## src/rtl/lhfs_pkg.sv

```systemverilog
// ----------------------------------------------------------------------------
// Length header field splitter package
// Shared widths, transaction payload types and the header event struct.
// ----------------------------------------------------------------------------
package lhfs_pkg;

  // Width of one decoded header length (saturating)
  localparam int LEN_BITS   = 16;
  localparam int NUM_FIELDS = 4;
  localparam int FIELD_BITS = $clog2(NUM_FIELDS);

  typedef logic [LEN_BITS-1:0] len_t;

  // Input transaction payload
  typedef struct packed {
    logic [7:0] msg_byte;
    logic       msg_first;
  } in_t;

  // Result transaction payload
  typedef struct packed {
    logic [7:0]            out_byte;
    logic [FIELD_BITS-1:0] field_index;
    logic                  field_last;
    logic                  message_done;
    logic                  header_error;
  } out_t;

  // Header parser to sequencer: one length closed by a comma
  typedef struct packed {
    logic comma;
    logic neg;
    len_t len;
  } hdr_evt_t;

endpackage

```

## src/rtl/lhfs_hdr_parse.sv

```systemverilog
// ----------------------------------------------------------------------------
// Header length parser
// Decodes one decimal length per comma, atoi style, with saturation.
// ----------------------------------------------------------------------------
module lhfs_hdr_parse (
  input  logic              clk,
  input  logic              rst_n,
  input  logic              take,
  input  logic              first,
  input  logic [7:0]        msg_byte,
  output lhfs_pkg::hdr_evt_t evt
);

  localparam int WIDE_BITS = lhfs_pkg::LEN_BITS + 4;
  localparam logic [WIDE_BITS-1:0] WIDE_MAX = {4'b0000, {lhfs_pkg::LEN_BITS{1'b1}}};

  localparam logic [7:0] CH_COMMA = 8'h2C;
  localparam logic [7:0] CH_PLUS  = 8'h2B;
  localparam logic [7:0] CH_MINUS = 8'h2D;
  localparam logic [7:0] CH_ZERO  = 8'h30;
  localparam logic [7:0] CH_NINE  = 8'h39;
  localparam logic [7:0] CH_SPACE = 8'h20;
  localparam logic [7:0] CH_TAB   = 8'h09;
  localparam logic [7:0] CH_CR    = 8'h0D;

  lhfs_pkg::len_t acc_r, acc_nxt, acc_cur;
  logic started_r, started_nxt, started_cur;
  logic stopped_r, stopped_nxt, stopped_cur;
  logic neg_r, neg_nxt, neg_cur;

  logic                 is_digit, is_space;
  logic [WIDE_BITS-1:0] wide_acc, prod;

  // Start of a new message sees a cleared number
  assign acc_cur     = first ? '0 : acc_r;
  assign started_cur = first ? 1'b0 : started_r;
  assign stopped_cur = first ? 1'b0 : stopped_r;
  assign neg_cur     = first ? 1'b0 : neg_r;

  // Classify the byte
  assign is_digit = (msg_byte >= CH_ZERO) && (msg_byte <= CH_NINE);
  assign is_space = (msg_byte == CH_SPACE) || ((msg_byte >= CH_TAB) && (msg_byte <= CH_CR));

  // Multiply by ten as two shifts, add the digit
  assign wide_acc = {4'b0000, acc_cur};
  assign prod     = (wide_acc << 3) + (wide_acc << 1) + {{(WIDE_BITS-4){1'b0}}, msg_byte[3:0]};

  // Report a finished length on a comma
  assign evt.comma = take && (msg_byte == CH_COMMA);
  assign evt.neg   = neg_cur;
  assign evt.len   = acc_cur;

  // Next number state
  always_comb begin
    acc_nxt     = acc_cur;
    started_nxt = started_cur;
    stopped_nxt = stopped_cur;
    neg_nxt     = neg_cur;
    if (msg_byte == CH_COMMA) begin
      acc_nxt     = '0;
      started_nxt = 1'b0;
      stopped_nxt = 1'b0;
      neg_nxt     = 1'b0;
    end else if (stopped_cur) begin
      // ignore trailing bytes up to the comma
    end else if (is_digit) begin
      acc_nxt     = (prod > WIDE_MAX) ? {lhfs_pkg::LEN_BITS{1'b1}}
                                      : prod[lhfs_pkg::LEN_BITS-1:0];
      started_nxt = 1'b1;
    end else if (!started_cur && is_space) begin
      // skip leading white space
    end else if (!started_cur && (msg_byte == CH_PLUS)) begin
      started_nxt = 1'b1;
    end else if (!started_cur && (msg_byte == CH_MINUS)) begin
      started_nxt = 1'b1;
      neg_nxt     = 1'b1;
    end else begin
      stopped_nxt = 1'b1;
    end
  end

  // Hold the number state, advance on each header byte
  always_ff @(posedge clk) begin
    if (!rst_n) begin
      acc_r     <= '0;
      started_r <= 1'b0;
      stopped_r <= 1'b0;
      neg_r     <= 1'b0;
    end else if (take) begin
      acc_r     <= acc_nxt;
      started_r <= started_nxt;
      stopped_r <= stopped_nxt;
      neg_r     <= neg_nxt;
    end
  end

endmodule

```

## src/rtl/length_header_field_splitter_top.sv

```systemverilog
// ----------------------------------------------------------------------------
// Length header field splitter, top level
// Parses a four-length header and tags the payload bytes with field indexes.
// ----------------------------------------------------------------------------
// The block takes one message byte per cycle and gives at most one tagged
// payload byte per byte taken; header bytes and bytes past the last field give
// nothing. Each result is in the output register from the cycle after its byte
// is accepted, and in_ready is high whenever that register is empty or is being
// drained by out_ready, so with out_ready held high a byte enters every cycle.
// A byte with msg_first set clears all message state before it is parsed.
// ----------------------------------------------------------------------------
module length_header_field_splitter_top (
  input  logic           clk,
  input  logic           rst_n,
  input  logic           in_valid,
  output logic           in_ready,
  input  lhfs_pkg::in_t  in_data,
  output logic           out_valid,
  input  logic           out_ready,
  output lhfs_pkg::out_t out_data
);

  localparam int NF = lhfs_pkg::NUM_FIELDS;
  localparam int FB = lhfs_pkg::FIELD_BITS;

  typedef enum logic [1:0] {PH_HEADER, PH_PAYLOAD, PH_DONE} phase_t;
  typedef logic [NF-1:0][lhfs_pkg::LEN_BITS-1:0] len_arr_t;
  typedef struct packed {
    logic          found;
    logic [FB-1:0] idx;
  } sel_t;

  // First non-empty field at or after start
  function automatic sel_t pick_field(input logic [FB:0] start, input len_arr_t lens,
                                      input logic [NF-1:0] unb);
    sel_t s;
    s = '0;
    for (int i = NF - 1; i >= 0; i--) begin
      if ((FB+1)'(i) >= start && (unb[i] || lens[i] != '0)) begin
        s.found = 1'b1;
        s.idx   = FB'(i);
      end
    end
    return s;
  endfunction

  phase_t          phase_r, phase_nxt, phase_cur;
  logic [FB-1:0]   comma_r, comma_nxt, comma_cur;
  len_arr_t        len_r, len_nxt, len_sel;
  logic [NF-1:0]   unb_r, unb_nxt, unb_sel;
  logic [FB-1:0]   cur_r, cur_nxt;
  lhfs_pkg::len_t  rem_r, rem_nxt, rem_dec;
  logic            err_r, err_nxt, err_cur;
  logic            out_valid_r;
  lhfs_pkg::out_t  out_data_r, res;
  logic            emit;

  logic               in_acc, hdr_take;
  lhfs_pkg::hdr_evt_t evt;
  sel_t               sel;

  // Accept while the output register is free or draining
  assign in_ready = !out_valid_r || out_ready;
  assign in_acc   = in_valid && in_ready;

  // A first byte sees a fresh message
  assign phase_cur = in_data.msg_first ? PH_HEADER : phase_r;
  assign comma_cur = in_data.msg_first ? '0 : comma_r;
  assign err_cur   = in_data.msg_first ? 1'b0 : err_r;
  assign hdr_take  = in_acc && (phase_cur == PH_HEADER);

  lhfs_hdr_parse u_parse (
    .clk      (clk),
    .rst_n    (rst_n),
    .take     (hdr_take),
    .first    (in_data.msg_first),
    .msg_byte (in_data.msg_byte),
    .evt      (evt)
  );

  // Step the message sequencer and build the result
  always_comb begin
    phase_nxt = phase_cur;
    comma_nxt = comma_cur;
    len_nxt   = len_r;
    unb_nxt   = unb_r;
    cur_nxt   = cur_r;
    rem_nxt   = rem_r;
    err_nxt   = err_cur;
    emit      = 1'b0;
    len_sel   = len_r;
    unb_sel   = unb_r;
    sel       = '0;
    rem_dec   = rem_r - {{(lhfs_pkg::LEN_BITS-1){1'b0}}, (rem_r != '0)};
    res              = '0;
    res.out_byte     = in_data.msg_byte;
    res.field_index  = cur_r;
    res.header_error = err_r;
    unique case (phase_cur)
      PH_HEADER: begin
        if (evt.comma) begin
          len_nxt[comma_cur] = evt.len;
          unb_nxt[comma_cur] = evt.neg;
          err_nxt            = err_cur | evt.neg;
          if (comma_cur == FB'(NF - 1)) begin
            len_sel   = len_nxt;
            unb_sel   = unb_nxt;
            sel       = pick_field('0, len_sel, unb_sel);
            comma_nxt = '0;
            cur_nxt   = sel.idx;
            rem_nxt   = len_sel[sel.idx];
            phase_nxt = sel.found ? PH_PAYLOAD : PH_DONE;
          end else begin
            comma_nxt = comma_cur + 1'b1;
          end
        end
      end
      PH_PAYLOAD: begin
        emit = 1'b1;
        if (!unb_r[cur_r]) begin
          rem_nxt = rem_dec;
          if (rem_dec == '0) begin
            res.field_last = 1'b1;
            sel = pick_field({1'b0, cur_r} + 1'b1, len_r, unb_r);
            if (sel.found) begin
              cur_nxt = sel.idx;
              rem_nxt = len_r[sel.idx];
            end else begin
              res.message_done = 1'b1;
              phase_nxt        = PH_DONE;
            end
          end
        end
      end
      PH_DONE: begin
        // drop bytes past the last field
      end
      default: begin
        phase_nxt = PH_DONE;
      end
    endcase
  end

  // Hold state and the output register
  always_ff @(posedge clk) begin
    if (!rst_n) begin
      phase_r     <= PH_HEADER;
      comma_r     <= '0;
      cur_r       <= '0;
      rem_r       <= '0;
      err_r       <= 1'b0;
      len_r       <= '0;
      unb_r       <= '0;
      out_valid_r <= 1'b0;
    end else begin
      if (in_acc) begin
        phase_r <= phase_nxt;
        comma_r <= comma_nxt;
        cur_r   <= cur_nxt;
        rem_r   <= rem_nxt;
        err_r   <= err_nxt;
        len_r   <= len_nxt;
        unb_r   <= unb_nxt;
      end
      if (in_ready) begin
        out_valid_r <= in_acc && emit;
        out_data_r  <= res;
      end
    end
  end

  assign out_valid = out_valid_r;
  assign out_data  = out_data_r;

endmodule

```

## config.mk

```make
export PLATFORM = sky130hd
export DESIGN_NAME = length_header_field_splitter_top
export DESIGN_NICKNAME = d
export VERILOG_FILES = /design/src/rtl/lhfs_pkg.sv /design/src/rtl/lhfs_hdr_parse.sv /design/src/rtl/length_header_field_splitter_top.sv
export SDC_FILE = /design/constraint.sdc
export NUM_CORES = 1
export LEC_CHECK = 0
export BUFFER_PORTS_ARGS = -buffer_cell sky130_fd_sc_hd__buf_4
export CELL_PAD_IN_SITES_DETAIL_PLACEMENT = 0
export CELL_PAD_IN_SITES_GLOBAL_PLACEMENT = 1
export CORE_MARGIN = 8
export CORE_UTILIZATION = 49
export CTS_BUF_LIST = sky130_fd_sc_hd__clkbuf_8
export CTS_CLUSTER_DIAMETER = 30
export DETAILED_ROUTE_END_ITERATION = 12
export GPL_TIMING_DRIVEN = 1
export HOLD_SLACK_MARGIN = 0.02
export PLACE_DENSITY_LB_ADDON = 0.1
export SETUP_SLACK_MARGIN = 0.4
export SLEW_MARGIN = 20
export SYNTH_ARGS = -nofsm -noshare
export SYNTH_HDL_FRONTEND = slang
export SYNTH_SLANG_ARGS = --single-unit
```

## constraint.sdc

```tcl
create_clock -name clk -period 5.75 [get_ports clk]
set_input_delay 1.15 -clock clk [delete_from_list [all_inputs] [get_ports clk]]
set_output_delay 1.15 -clock clk [all_outputs]
set_load 0.05 [all_outputs]
```

==> Word-level counts from Yosys, hierarchy flattened <==
Cells that the tools add are included.
{ "totals": {"ff_bits": 124, "input_bits": 13, "wordCells": 180} }
{ "classes": {"n_addsub": 5, "n_lt_le_gt_ge": 14, "n_eq_ne": 12, "n_mux": 82, "bitwise": 3, "reduce_logical": 44} }
{ "op_table": {"columns": ["op", "count"], "rows": [
  ["$mux W16", 13],
  ["$reduce_bool A16 Y1", 9],
  ["$bmux W16 S2", 2],
  ["$bwmux W64", 1],
  ["$mux W3", 14],
  ["$mux W2", 17],
  ["$demux W16 S2", 1],
  ["$eq A8 B6 Y1 const B", 4],
  ["$pmux W16 S2", 1],
  ["$mux W1", 28],
  ["$add A19 B17 Y20", 1],
  ["$add A20 B4 Y20", 1],
  ["$gt A20 B16 Y1 const B", 1],
  ["$logic_not A16 Y1", 1],
  ["$sub A16 B1 Y16", 1],
  ["$logic_and A1 B1 Y1", 14],
  ["$lt A2 B3 Y1 const B", 4],
  ["$logic_or A1 B1 Y1", 10],
  ["$ge A8 B4 Y1 const B", 1],
  ["$ge A8 B6 Y1 const B", 1],
  ["$le A8 B4 Y1 const B", 1],
  ["$le A8 B6 Y1 const B", 1],
  ["$ne A2 B2 Y1 const B", 4],
  ["$reduce_and A7 Y1", 1],
  ["other kinds (23)", 28]
]} }

==> Depth between registers and ports, before layout <==
Gate-level depths: netlist of the first run.
{ "logic_depth": {"ltp_word": 20, "mapped_depth": 18} }

==> Hierarchy <==
From an unflattened synthesis of the first run, not the netlist that was laid out.
{ "unflattened": {"cells_unflattened": 1142, "hier_area_um2": 8654.6} }
{ "modules_own_cells": {"columns": ["module", "n_inst", "cells_per_inst", "area_per_inst_um2"], "rows": [
  ["length_header_field_splitter_top", 1, 854, 6416.2],
  ["lhfs_hdr_parse", 1, 288, 2238.4]
]} }

==> Least setup slack after synthesis of the first run <==
No wires, ideal clock.
{ "synth_path": {"kind": "input port to flip-flop", "from": "in in_data[0] (netlist bit)", "to": "reg u_parse.acc_r[7]", "t_arrival_ns": 4.483, "slack_ns": 1.136, "path_stages": 17, "path_cell_list": "inv_1 > clkbuf_1 > buf_1 > nand2_1 > inv_1 > ha_1 > ha_1 > a21o_1 > a21o_1 > a21oi_1 > o41ai_2 > a221o_1 > nor3_1 > a31o_1 > clkbuf_1 > nor4b_1 > o31ai_1"} }
{ "synth_via": {"elab_chain_len": 8} }
{ "synth_rtl": {"columns": ["item", "line_no", "source"], "rows": [
  ["from (decl)", "length_header_field_splitter_top.sv:17", "input lhfs_pkg::in_t in_data,"],
  ["$mux W16", "lhfs_hdr_parse.sv:35", "assign acc_cur = first ? '0 : acc_r;"],
  ["$add A19 B17 Y20", "lhfs_hdr_parse.sv:46", "assign prod = (wide_acc << 3) + (wide_acc << 1) + {{(WIDE_BITS-4){1'b0}}, msg_byte[3:0]};"],
  ["$add A20 B4 Y20", "lhfs_hdr_parse.sv:46", null],
  ["$gt A20 B16 Y1", "lhfs_hdr_parse.sv:67", "acc_nxt = (prod > WIDE_MAX) ? {lhfs_pkg::LEN_BITS{1'b1}}"],
  ["$mux W16", "lhfs_hdr_parse.sv:67", null],
  ["$mux W16", "lhfs_hdr_parse.sv:66", "end else if (is_digit) begin"],
  ["$mux W16", "lhfs_hdr_parse.sv:64", "end else if (stopped_cur) begin"],
  ["$mux W16", "lhfs_hdr_parse.sv:59", "if (msg_byte == CH_COMMA) begin"],
  ["to (signal assigned)", "lhfs_hdr_parse.sv:90", "acc_r <= acc_nxt;"],
  ["to (decl)", "lhfs_hdr_parse.sv:26", "lhfs_pkg::len_t acc_r, acc_nxt, acc_cur;"]
]} }
Several ways; a longest one is shown, not always the timed one.
A chain may end at the register's enable or synchronous reset.

==> Worst setup path after layout of the first run <==
{ "layout_path": {"from": "in in_data[0] (netlist bit)", "to": "reg u_parse.acc_r[10]"} }
The elaborated chain is that of the path after synthesis.

==> run summary, run 1 <==
Max VDD drop -> 0.137 mV
Core Area -> 16600 µm²
CTS Hold Bufs -> 0
minimum clock period after layout -> 4.93 ns
clock skew -> 0.0159 ns
fmax -> 203 MHz
initial antenna violation count -> 1
clock-pin slew on the worst setup and hold paths -> 0.07 ns
setup TNS -> 0 ns
routed wire length -> 30.6 mm
pins over their slew limit -> 0
DP Area -> 8650 µm²
syn_area_per_cell -> 7.85 µm²
Post-Syn Nets -> 1106
Avg WL per Cell -> 23.7 µm
first-pass GRT wire length -> 46.9 mm
drt first pass iters -> 12
largest family of logic cells by synthesized area -> compound AO/OA/AOI/OAI gates
Synth Area in XOR/XNOR -> 3.17%
CP required -> 6.02 ns
Max-Cap Viols -> 0
synth unique cells -> 92
CP Launch Type -> input port
largest net degree at the start of global routing -> 80
CTS tree -> done
Mapped Area -> 8280 µm²
layout cells sized above 1 -> 11.4%
Iteration-0 DRC Markers -> 1153
dpl hpwl -> 21.8 mm
Remaining DRCs -> 2
fraction of registers with async set/reset -> 0%
Seq/Total Area, Yosys -> 31.5%
failing checks -> DRC
Die Width -> 146 µm
Nets -> 1105
Design Area, Final -> 9100 µm²
Synth Flop Type -> dfxtp_1
# setup viols final -> 0
clock root cell -> clkbuf_8
critical path, cell by cell -> buf_4 -> inv_1 -> nand2_1 -> inv_1 -> ha_1 -> ha_1 -> fa_1 -> a21o_1 -> a21oi_1 -> o21ai_0 -> a31oi_1 -> o31a_1 -> xnor2_1 -> a31o_1 -> buf_4 -> nor2b_1 -> a41oi_1
kind of critical path -> in2reg
GRT Total Usage -> 28.2%
multiplexer share of the synthesized area -> 1.96%
area share of the largest cell type after synthesis -> 26.8%
most area-consuming cells after synthesis -> dfxtp_1 27%, a21oi_1 7.9%, nor2_1 7.6%
leading cell type in the layout, fill and taps excluded -> nor2_1
most frequent cells in the layout -> 168 x nor2_1, 130 x a21oi_1, 111 x dfxtp_1
Post-synth EDFFs -> 13
clk_lat worst skew -> 0.46 ns
P_leak -> 3.70 nW
synthesis-stage register bit count -> 124
Crit-path slowest cell -> nor2b_1
vias -> 8496
Synth Area in Simple Gates -> 24.3%
CP max stage delay -> 0.46 ns
postcts setup bufs -> 0
Hold Fails Final Rpt -> 0
Synth Area in Adders -> 5.83%
Synth Area in Compound Gates -> 28.3%
CTS resizes -> 0
area leader, netlist -> dfxtp_1
grt ovf -> 0
crit-path max FO -> 14
Worst Tran Pin Value -> 1.06 ns
Ports -> 28
run status -> finished, violations left
input/output buffers -> 27
hold crit path type -> reg2reg
number of global-route vias before repair -> 7867
final setup margin -> 0.818 ns
clk sinks -> 124
RSZ-0062 raised after global routing -> false
Initial Util -> 49.9%
CP endpoint kind -> register
RePlAce Congestion -> 1.03
Layout area overhead -> 9.90%
part of the cycle the worst path needs -> 85.8%
DR vias/cell -> 6.60
pwr/cell area -> 216 nW/µm²
TritonCTS buffer count -> 17
dpl ws -> 0.474 ns
Die Area -> 21300 µm²
Ys Warns -> 0
Final ANT Viol Nets -> 0
Slew Limit Headroom -> 27.3%
Die Y -> 146 µm
H-tree levels -> 4
Max Root-Sink Buffers -> 2
cell count after synthesis -> 1055
Total Power -> 1.97 mW
final core occ -> 54.9%
num rows -> 47
crit path DAT -> 5.20 ns
==> sequential cells by signal, summed over array words and instances (netlist names) <==
register           flops
comma_r                2
cur_r                  2
err_r                  1
len_r                 64
out_data              13
out_valid              1
phase_r                2
rem_r                 16
u_parse.acc_r         16
u_parse.neg_r          1
u_parse.started_r      1
u_parse.stopped_r      1
unb_r                  4
==> where the power goes <==
part           internal (mW)  total (mW)  switching [mW]
clock                  0.497       0.854           0.357
combinational         0.0803       0.223           0.143
sequential             0.883       0.892         0.00937
==> critical path, delay by kind of cell <==
kind                       cells  cell delay [ns]
AOI/OAI and AO/OA              7             1.62
adders and majority gates      3             0.90
buffers and inverters          4             0.75
and+or+nand+nor                2             0.64
xor gates and xnor gates       1             0.12
==> Yosys cell counts (18+ instances only) <==
master	n
nand3_1	37
clkbuf_1	53
inv_1	22
ha_1	37
nand2_1	88
a21o_1	18
a21oi_1	130
nor2_1	168
dfxtp_1	111
nor3_1	19
o21ai_0	32
==> cell families after synthesis <==
family,after synthesis
muxes,15
buffers and inverters,96
adders and majority gates,38
AOI/OAI and AO/OA,342
DFF,124
xor gates and xnor gates,30
and+or+nand+nor,410
==> final cells by class <==
cell class,instances,area [µm²]
multi-input combinational,835,5300
inverter,24,90.1
antenna,1,2.50
sequential,124,2610
clock inverter,11,153
timing repair buffer,52,398
tap,220,275
fill,1640,7480
clock buffer,20,275
==> layer usage <==
metal  global-route usage [%]  vias to the layer above  part of all wire, %  wire length (µm)
met2                     41.5                      483                   41             12700
met3                     9.20                       96                   12              3560
li1                         -                     3901                    -                 -
met4                     11.0                        0                  3.7              1140
met5                        0                        -                    0                 0
met1                     37.5                     4016                   43             13200
==> through the flow <==
step | hold WS [ns] | cells
after floorplan | 0.409 | 1055
after global placement | 0.429 | 1254
after detailed placement | 0.429 | 1254
after CTS | 0.467 | 1285
after global routing | 0.479 | 1286
final | 0.463 | 1287
==> path summary, 6_finish.rpt <==
path              startpoint                 to  slack [ns]  depth (start not counted)
setup / recovery  in_data[0]  u_parse.acc_r[10]        0.82                         17
hold reg to reg        err_r        out_data[0]        0.46                          0
setup reg to reg    rem_r[7]           rem_r[4]        0.93                         15
hold / removal         err_r        out_data[0]        0.46                          0
Note: power is estimated with default switching activity, not from simulation.
==> run 2: changes to the inputs <==
Settings changed: PLACE_DENSITY_LB_ADDON 0.1 to 0.05, SYNTH_HIERARCHICAL set to 1.
==> run summary, run 2 <==
Nets -> 1210 (was 1105)
synth unique cells -> 90 (was 92)
H-tree levels -> 4 (unchanged)
initial antenna violation count -> 0 (was 1)
GRT Total Usage -> 29.9% (was 28.2%)
clock-pin slew on the worst setup and hold paths -> 0.08 ns (was 0.07 ns)
pwr/cell area -> 209 nW/µm² (was 216 nW/µm²)
fraction of registers with async set/reset -> 0% (unchanged)
Initial Util -> 50.0% (was 49.9%)
synthesis-stage register bit count -> 124 (unchanged)
Int Pwr -> 1.46 mW (about the same)
most instantiated library cell after synthesis -> nand2_1 (was nor2_1)
WHS Path Cells -> 0 (unchanged)
clock root cell -> clkbuf_8 (unchanged)
Ports -> 28 (unchanged)
crit path DAT -> 5.16 ns (was 5.20 ns)
sw frac -> 27.6% (was 25.9%)
Top Metal Used -> met4 (unchanged)
final non-filler cell total -> 1397 (was 1287)
R2R depth -> 13 (was 15)
fmax -> 206 MHz (was 203 MHz)
placed cells -> 1365 (was 1254)
run status -> finished clean (was finished, violations left)
Iteration-0 DRC Markers -> 1222 (was 1153)
Synth top cells by count -> 206 x nand2_1, 122 x a21oi_1, 111 x dfxtp_1, 79 x nor2_1, 63 x o21ai_0 (was 168 x nor2_1, 130 x a21oi_1, 111 x dfxtp_1, 88 x nand2_1, 53 x clkbuf_1)
Post-Syn Nets -> 1193 (was 1106)
final setup margin -> 0.885 ns (was 0.818 ns)
routed wire length -> 33.3 mm (was 30.6 mm)
vias -> 9201 (was 8496)
Storage cell area -> 2610 µm² (unchanged)
drt first pass iters -> 6 (was 12)
dpl ws -> 0.894 ns (was 0.474 ns)
area share of the largest cell type after synthesis -> 25.7% (was 26.8%)
RePlAce Congestion -> 0.997 (was 1.03)
Largest regs -> len_r (64), rem_r (16), u_parse/acc_r (16) (was len_r (64), rem_r (16), u_parse.acc_r (16))
Die Y -> 149 µm (was 146 µm)
crit path from -> rem_r[10] (was in_data[0])
setup TNS -> 0 ns (unchanged)
multi-input logic area -> 5680 µm² (was 5300 µm²)
grt ovf -> 0 (unchanged)
num rows -> 48 (was 47)
CP Launch Type -> register (was input port)
hold_sp -> err_r (unchanged)
CTS Hold Bufs -> 0 (unchanged)
pins over their slew limit -> 0 (unchanged)
Slew Limit Headroom -> 36.5% (was 27.3%)
Comb pwr share -> 11.2% (was 11.3%)
dpl hpwl -> 23.9 mm (was 21.8 mm)
largest net degree at the start of global routing -> 83 (was 80)
Final ANT Viol Nets -> 0 (unchanged)
Total Power -> 2.01 mW (was 1.97 mW)
Mapped Area -> 8650 µm² (was 8280 µm²)
DR WL met3 -> 3.50 mm (was 3.56 mm)
Max-Cap Viols -> 0 (unchanged)
DR vias/cell -> 6.59 (was 6.60)
number of flip-flops in the largest register -> 64 (unchanged)
Sequential Power Share -> 44.3% (was 45.3%)
# setup viols final -> 0 (unchanged)
leading cell type in the layout, fill and taps excluded -> nand2_1 (was nor2_1)
Seq/Total Area, Yosys -> 30.2% (was 31.5%)
input/output buffers -> 27 (unchanged)
layout cells sized above 1 -> 11.5% (was 11.4%)
part of the power in the clock network -> 44.5% (was 43.4%)
RSZ-0062 raised after global routing -> false (unchanged)
minimum clock period after layout -> 4.87 ns (was 4.93 ns)
TritonCTS buffer count -> 17 (unchanged)
clk sinks -> 124 (unchanged)
Largest Register -> len_r (unchanged)
Die Width -> 149 µm (was 146 µm)
Synth Flop Type -> dfxtp_1 (unchanged)
Remaining DRCs -> 0 (was 2)
kind of critical path -> reg2reg (was in2reg)
P_leak -> 3.80 nW (was 3.70 nW)
syn_area_per_cell -> 7.58 µm² (was 7.85 µm²)
Avg WL per Cell -> 23.9 µm (was 23.7 µm)
crit-path max FO -> 16 (was 14)
Layout area overhead -> 11.0% (was 9.90%)
most area-consuming cells after synthesis -> dfxtp_1 26%, nand2_1 8.9%, a21oi_1 7.1% (was dfxtp_1 27%, a21oi_1 7.9%, nor2_1 7.6%)
area leader, netlist -> dfxtp_1 (unchanged)
Max Root-Sink Buffers -> 2 (unchanged)
Die Area -> 22200 µm² (was 21300 µm²)
fillers -> 1742 (was 1640)
Worst R2R Start -> rem_r[10] (was rem_r[7])
Post-synth EDFFs -> 13 (unchanged)
first-pass GRT wire length -> 51.3 mm (was 46.9 mm)
CTS resizes -> 0 (unchanged)
wire length on met2 -> 13.6 mm (was 12.7 mm)
most frequent cells in the layout -> 206 x nand2_1, 122 x a21oi_1, 111 x dfxtp_1 (was 168 x nor2_1, 130 x a21oi_1, 111 x dfxtp_1)
cell count after synthesis -> 1142 (was 1055)
Hold Fails Final Rpt -> 0 (unchanged)
postcts setup bufs -> 0 (unchanged)
part of the cycle the worst path needs -> 84.6% (was 85.8%)
Ys Warns -> 6 (was 0)
number of global-route vias before repair -> 8469 (was 7867)
CP required -> 6.05 ns (was 6.02 ns)
hold crit path type -> reg2reg (unchanged)
Max VDD drop -> 0.158 mV (was 0.137 mV)
Worst Tran Pin Value -> 0.952 ns (was 1.06 ns)
Diodes inserted -> 0 (was 1)
CP endpoint kind -> register (unchanged)
clock skew -> 0.0169 ns (was 0.0159 ns)
Core Area -> 17300 µm² (was 16600 µm²)
clk_lat worst skew -> 0.46 ns (about the same)
wire length on met1 -> 15.2 mm (was 13.2 mm)
CTS tree -> done (unchanged)
P_sw -> 0.555 mW (was 0.510 mW)
[run 2: changes by cell type after synthesis, moves of 9 or more]
cell | before | now
or3_1 | 5 | 15
nor2b_1 | 13 | 28
nor4_1 | 13 | 23
nor3_1 | 19 | 38
nor2_1 | 168 | 79
o211ai_1 | 3 | 13
a211oi_1 | 8 | 22
nand3_1 | 37 | 17
and3_1 | 2 | 11
nand2_1 | 88 | 206
o21ai_0 | 32 | 63
[run 2: layout make-up]
cell class | instances | share of cell area (%)
sequential | 124 | 27.2
inverter | 18 | 0.703
tap | 225 | 2.93
clock buffer | 19 | 2.72
timing repair buffer | 68 | 5.32
clock inverter | 13 | 1.97
multi-input combinational | 930 | 59.2
[run 2: final timing paths]
path                            slack, ns          end
worst max-delay path                 0.88     cur_r[1]
worst min-delay path                 0.46  out_data[0]
worst max register to register       0.88     cur_r[1]
worst min register to register       0.46  out_data[0]
[run 2: power groups by stage]
stage | Clock (mW) | Combinational (mW) | Sequential (mW)
2_1_floorplan | 0 | 0.142 | 0.925
3_3_place_gp | 0 | 0.219 | 0.911
3_5_place_dp | 0 | 0.219 | 0.911
4_1_cts | 0.904 | 0.220 | 0.890
5_1_grt | 0.943 | 0.241 | 0.892
6_report | 0.896 | 0.224 | 0.891
[run 2: metrics by stage]
step	util, %	cell area, µm²	hold WS, ns
6_report	55.5	9600	0.461
3_5_place_dp	52.9	9150	0.439
3_3_place_gp	52.9	9150	0.444
4_1_cts	55.5	9600	0.464
5_1_grt	55.5	9600	0.490
2_1_floorplan	-	8650	0.409
[run 2: per-layer routing]
layer | vias up | GRT usage, %
li1 | 4254 | -
met1 | 4342 | 42.9
met2 | 515 | 42.3
met3 | 90 | 7.34
met4 | 0 | 10.3
met5 | - | 0
[run 2: worst max-delay path, stage by stage (launching register included)]
cell and delay (ns):
dfxtp_1 0.39, nor4_1 0.71, nand4_1 0.17, or3_1 0.35
ha_1 0.22, ha_1 0.25, nor3b_1 0.23, and4_1 0.27
xor2_1 0.19, or4_1 0.58, nor3_4 0.62, o21ai_0 0.32
a221oi_1 0.30, a211oi_1 0.09
[run 2: cell families after synthesis]
family / Yosys count / share of synthesized area [%]
muxes: 20 / 2.56
DFF: 124 / 30.2
AOI/OAI and AO/OA: 370 / 28.0
buffers and inverters: 88 / 4.34
xor gates and xnor gates: 21 / 2.13
and+or+nand+nor: 481 / 27.2
adders and majority gates: 38 / 5.58
==> run 3: changes to the inputs <==
Settings changed: ABC_AREA set to 1, CORE_UTILIZATION 49 to 42.
Clock period 5.75 ns to 4.2 ns, I/O delays scaled along.
==> run summary, run 3 <==
run status -> finished clean (unchanged)
part of the power in the clock network -> 45.0% (was 44.5%)
WP buf/inv -> 1 (was 0)
Largest regs -> len_r (64), rem_r (16), u_parse/acc_r (16) (unchanged)
Initial Util -> 42.8% (was 50.0%)
hold crit path type -> reg2reg (unchanged)
CTS tree -> done (unchanged)
synth unique cells -> 48 (was 90)
Synth Flop Type -> dfxtp_1 (unchanged)
met2 Resource Use GR -> 36.6% (was 42.3%)
clock skew -> 0.0138 ns (was 0.0169 ns)
Ys Warns -> 6 (unchanged)
met1 Usage GRT -> 34.5% (was 42.9%)
vias -> 10300 (was 9201)
Max VDD drop -> 0.154 mV (was 0.158 mV)
setup TNS -> 0 ns (unchanged)
number of global-route vias before repair -> 9667 (was 8469)
Remaining DRCs -> 0 (unchanged)
# setup viols final -> 0 (unchanged)
initial antenna violation count -> 0 (unchanged)
routed wire length -> 34.2 mm (was 33.3 mm)
first-pass GRT wire length -> 54.7 mm (was 51.3 mm)
met3 usage -> 4.75% (was 7.34%)
CP required -> 4.53 ns (was 6.05 ns)
largest net degree at the start of global routing -> 75 (was 83)
clk sinks -> 124 (unchanged)
Diodes inserted -> 0 (unchanged)
clk_lat worst skew -> 0.46 ns (about the same)
most frequent cells in the layout -> 394 x nand2_1, 208 x inv_1, 192 x nor2_1 (was 206 x nand2_1, 122 x a21oi_1, 111 x dfxtp_1)
area leader, netlist -> dfxtp_1 (unchanged)
Die Area -> 28200 µm² (was 22200 µm²)
TritonCTS buffer count -> 17 (unchanged)
Core Area -> 22600 µm² (was 17300 µm²)
Die Y -> 168 µm (was 149 µm)
fraction of registers with async set/reset -> 0% (unchanged)
Post-Syn Nets -> 1656 (was 1193)
Final ANT Viol Nets -> 0 (unchanged)
input/output buffers -> 27 (unchanged)
Total Power -> 2.66 mW (was 2.01 mW)
Avg WL per Cell -> 18.0 µm (was 23.9 µm)
layout cells sized above 1 -> 8.65% (was 11.5%)
dpl hpwl -> 25.6 mm (was 23.9 mm)
leading cell type in the layout, fill and taps excluded -> nand2_1 (unchanged)
Worst Tran Pin Value -> 0.713 ns (was 0.952 ns)
minimum clock period after layout -> 3.49 ns
busiest layer in global routing -> met2 (was met1)
area share of the largest cell type after synthesis -> 22.9% (was 25.7%)
most instantiated library cell after synthesis -> nand2_1 (unchanged)
Comb pwr share -> 9.5% (was 11.2%)
number of flip-flops in the largest register -> 64 (unchanged)
Iteration-0 DRC Markers -> 1068 (was 1222)
sw frac -> 29.4% (was 27.6%)
Layout area overhead -> 9.53% (was 11.0%)
Int Pwr -> 1.88 mW (was 1.46 mW)
Mapped Area -> 9700 µm² (was 8650 µm²)
most used cell, CP -> nand2_1 (was ha_1)
Hold Fails Final Rpt -> 0 (unchanged)
Seq/Total Area, Yosys -> 26.9% (was 30.2%)
crit path DAT -> 3.82 ns (was 5.16 ns)
CP endpoint kind -> register (unchanged)
critical path, cell by cell -> buf_4 -> nor2_2 -> ha_1 -> ha_1 -> fa_1 -> nand2_1 -> nand2_1 -> nand3_1 -> nand2_2 -> nand2_1 -> nand2_1 -> nand2_1 -> nand2_1 -> nor2_1 -> and2_4 -> nand3_1 -> nand2_1 -> a21oi_1 (was nor4_1 -> nand4_1 -> or3_1 -> ha_1 -> ha_1 -> nor3b_1 -> and4_1 -> xor2_1 -> or4_1 -> nor3_4 -> o21ai_0 -> a221oi_1 -> a211oi_1)
DP Area -> 10200 µm² (was 9150 µm²)
RSZ-0062 raised after global routing -> false (unchanged)
kind of critical path -> in2reg (was reg2reg)
P_leak -> 4.95 nW (was 3.80 nW)
Slew Limit Headroom -> 52.4% (was 36.5%)
synthesis-stage register bit count -> 124 (unchanged)
Post-synth EDFFs -> 13 (unchanged)
fmax -> 287 MHz
RePlAce Congestion -> 0.906 (was 0.997)
part of the cycle the worst path needs -> 83.0%
Sequential Power Share -> 45.5% (was 44.3%)
H-tree levels -> 4 (unchanged)
placed cells -> 1872 (was 1365)
Nets -> 1657 (was 1210)
final core occ -> 46.9% (was 55.5%)
Die Width -> 168 µm (was 149 µm)
Crit-path slowest cell -> fa_1 (was nor4_1)
final non-filler cell total -> 1904 (was 1397)
CP Launch Type -> input port (was register)
postcts setup bufs -> 0 (unchanged)
final setup margin -> 0.712 ns (was 0.885 ns)
grt ovf -> 0 (unchanged)
Synth top cells by count -> 395 x nand2_1, 209 x inv_1, 196 x nor2_1, 160 x nand3_1, 111 x dfxtp_1 (was 206 x nand2_1, 122 x a21oi_1, 111 x dfxtp_1, 79 x nor2_1, 63 x o21ai_0)
crit-path leading delay family -> simple AND/OR/NAND/NOR gates (unchanged)
fillers -> 2439 (was 1742)
crit-path max FO -> 19 (was 16)
clock-pin slew on the worst setup and hold paths -> 0.08 ns (about the same)
GRT Total Usage -> 24.5% (was 29.9%)
P_sw -> 0.783 mW (was 0.555 mW)
CP max stage delay -> 0.40 ns (was 0.71 ns)
Largest Register -> len_r (unchanged)
syn_area_per_cell -> 6.04 µm² (was 7.58 µm²)
dpl ws -> 0.0986 ns (was 0.894 ns)
pwr/cell area -> 250 nW/µm² (was 209 nW/µm²)
Max-Cap Viols -> 0 (unchanged)
Max Root-Sink Buffers -> 2 (unchanged)
cell count after synthesis -> 1605 (was 1142)
DR vias/cell -> 5.42 (was 6.59)
most area-consuming cells after synthesis -> dfxtp_1 23%, nand2_1 15%, nand3_1 8.3% (was dfxtp_1 26%, nand2_1 8.9%, a21oi_1 7.1%)
drt first pass iters -> 5 (was 6)
Ports -> 28 (unchanged)
clock root cell -> clkbuf_8 (unchanged)
Design Area, Final -> 10600 µm² (was 9600 µm²)
num rows -> 55 (was 48)
pins over their slew limit -> 0 (unchanged)
Min Hold Slack -> 0.430 ns (was 0.461 ns)
-- run 3: cell types whose count changed in the layout (fill, tap and decap cells not counted), moves of 19 or more --
cell,change
inv_1,+191
nand2_1,+188
nand3_1,+143
nand4_1,+19
nor2_1,+113
nor2b_1,-28
nor3_1,-28
nor4_1,-21
o21ai_0,+31
o21ai_1,+41
-- run 3: worst paths after layout --
path	end	cells after the start	slack [ns]	from
worst min-delay path	out_data[0]	0	0.43	err_r
worst max register to register	rem_r[10]	20	0.82	rem_r[10]
worst min register to register	out_data[0]	0	0.43	err_r
worst max-delay path	u_parse/acc_r[15]	18	0.71	in_data[0]
-- run 3: kinds of logic (layout without fill, tap and decap cells) --
family,count (synthesis),count (layout),share of synthesized area (%)
fa+ha+maj,38,38,4.98
xor+xnor,11,11,0.993
buf+inv,302,316,13.0
simple gates,834,834,37.6
flops,124,124,26.9
compound gates,296,296,16.5
-- run 3: layer usage --
| layer | part of all wire [%] | vias up |
|---|---|---|
| met5 | 0 | - |
| met4 | 2.6 | 0 |
| met3 | 7.5 | 55 |
| met2 | 42 | 360 |
| met1 | 48 | 4694 |
| li1 | - | 5216 |
-- run 3: power groups by stage --
stage / logic [mW] / registers [mW] / clock network (mW)
2_1_floorplan: 0.140 / 1.27 / 0
3_3_place_gp: 0.251 / 1.24 / 0
3_5_place_dp: 0.250 / 1.24 / 0
4_1_cts: 0.251 / 1.21 / 1.22
5_1_grt: 0.277 / 1.21 / 1.26
6_report: 0.253 / 1.21 / 1.20
-- run 3: worst register-to-register path, delay by kind of cell (launching register included) --
| family | cells | cell delay, ns |
|---|---|---|
| flops | 1 | 0.38 |
| fa+ha+maj | 2 | 0.50 |
| simple gates | 16 | 2.25 |
| buf+inv | 2 | 0.16 |
-- run 3: timing repair --
item | in CTS | in global routing
resized for setup | 0 | 3
hold buffers | 0 | 0
setup endpoints to repair | 0 | 15
-- run 3: final cells by class --
class | instances | area [µm²] | area share, %
inverters | 224 | 843 | 7.94
well taps | 285 | 357 | 3.36
repair buffers | 60 | 538 | 5.06
flip-flops and latches | 124 | 2610 | 24.6
clock inverters | 15 | 189 | 1.78
multi-input cells | 1179 | 5850 | 55.1
clock buffers | 17 | 234 | 2.20
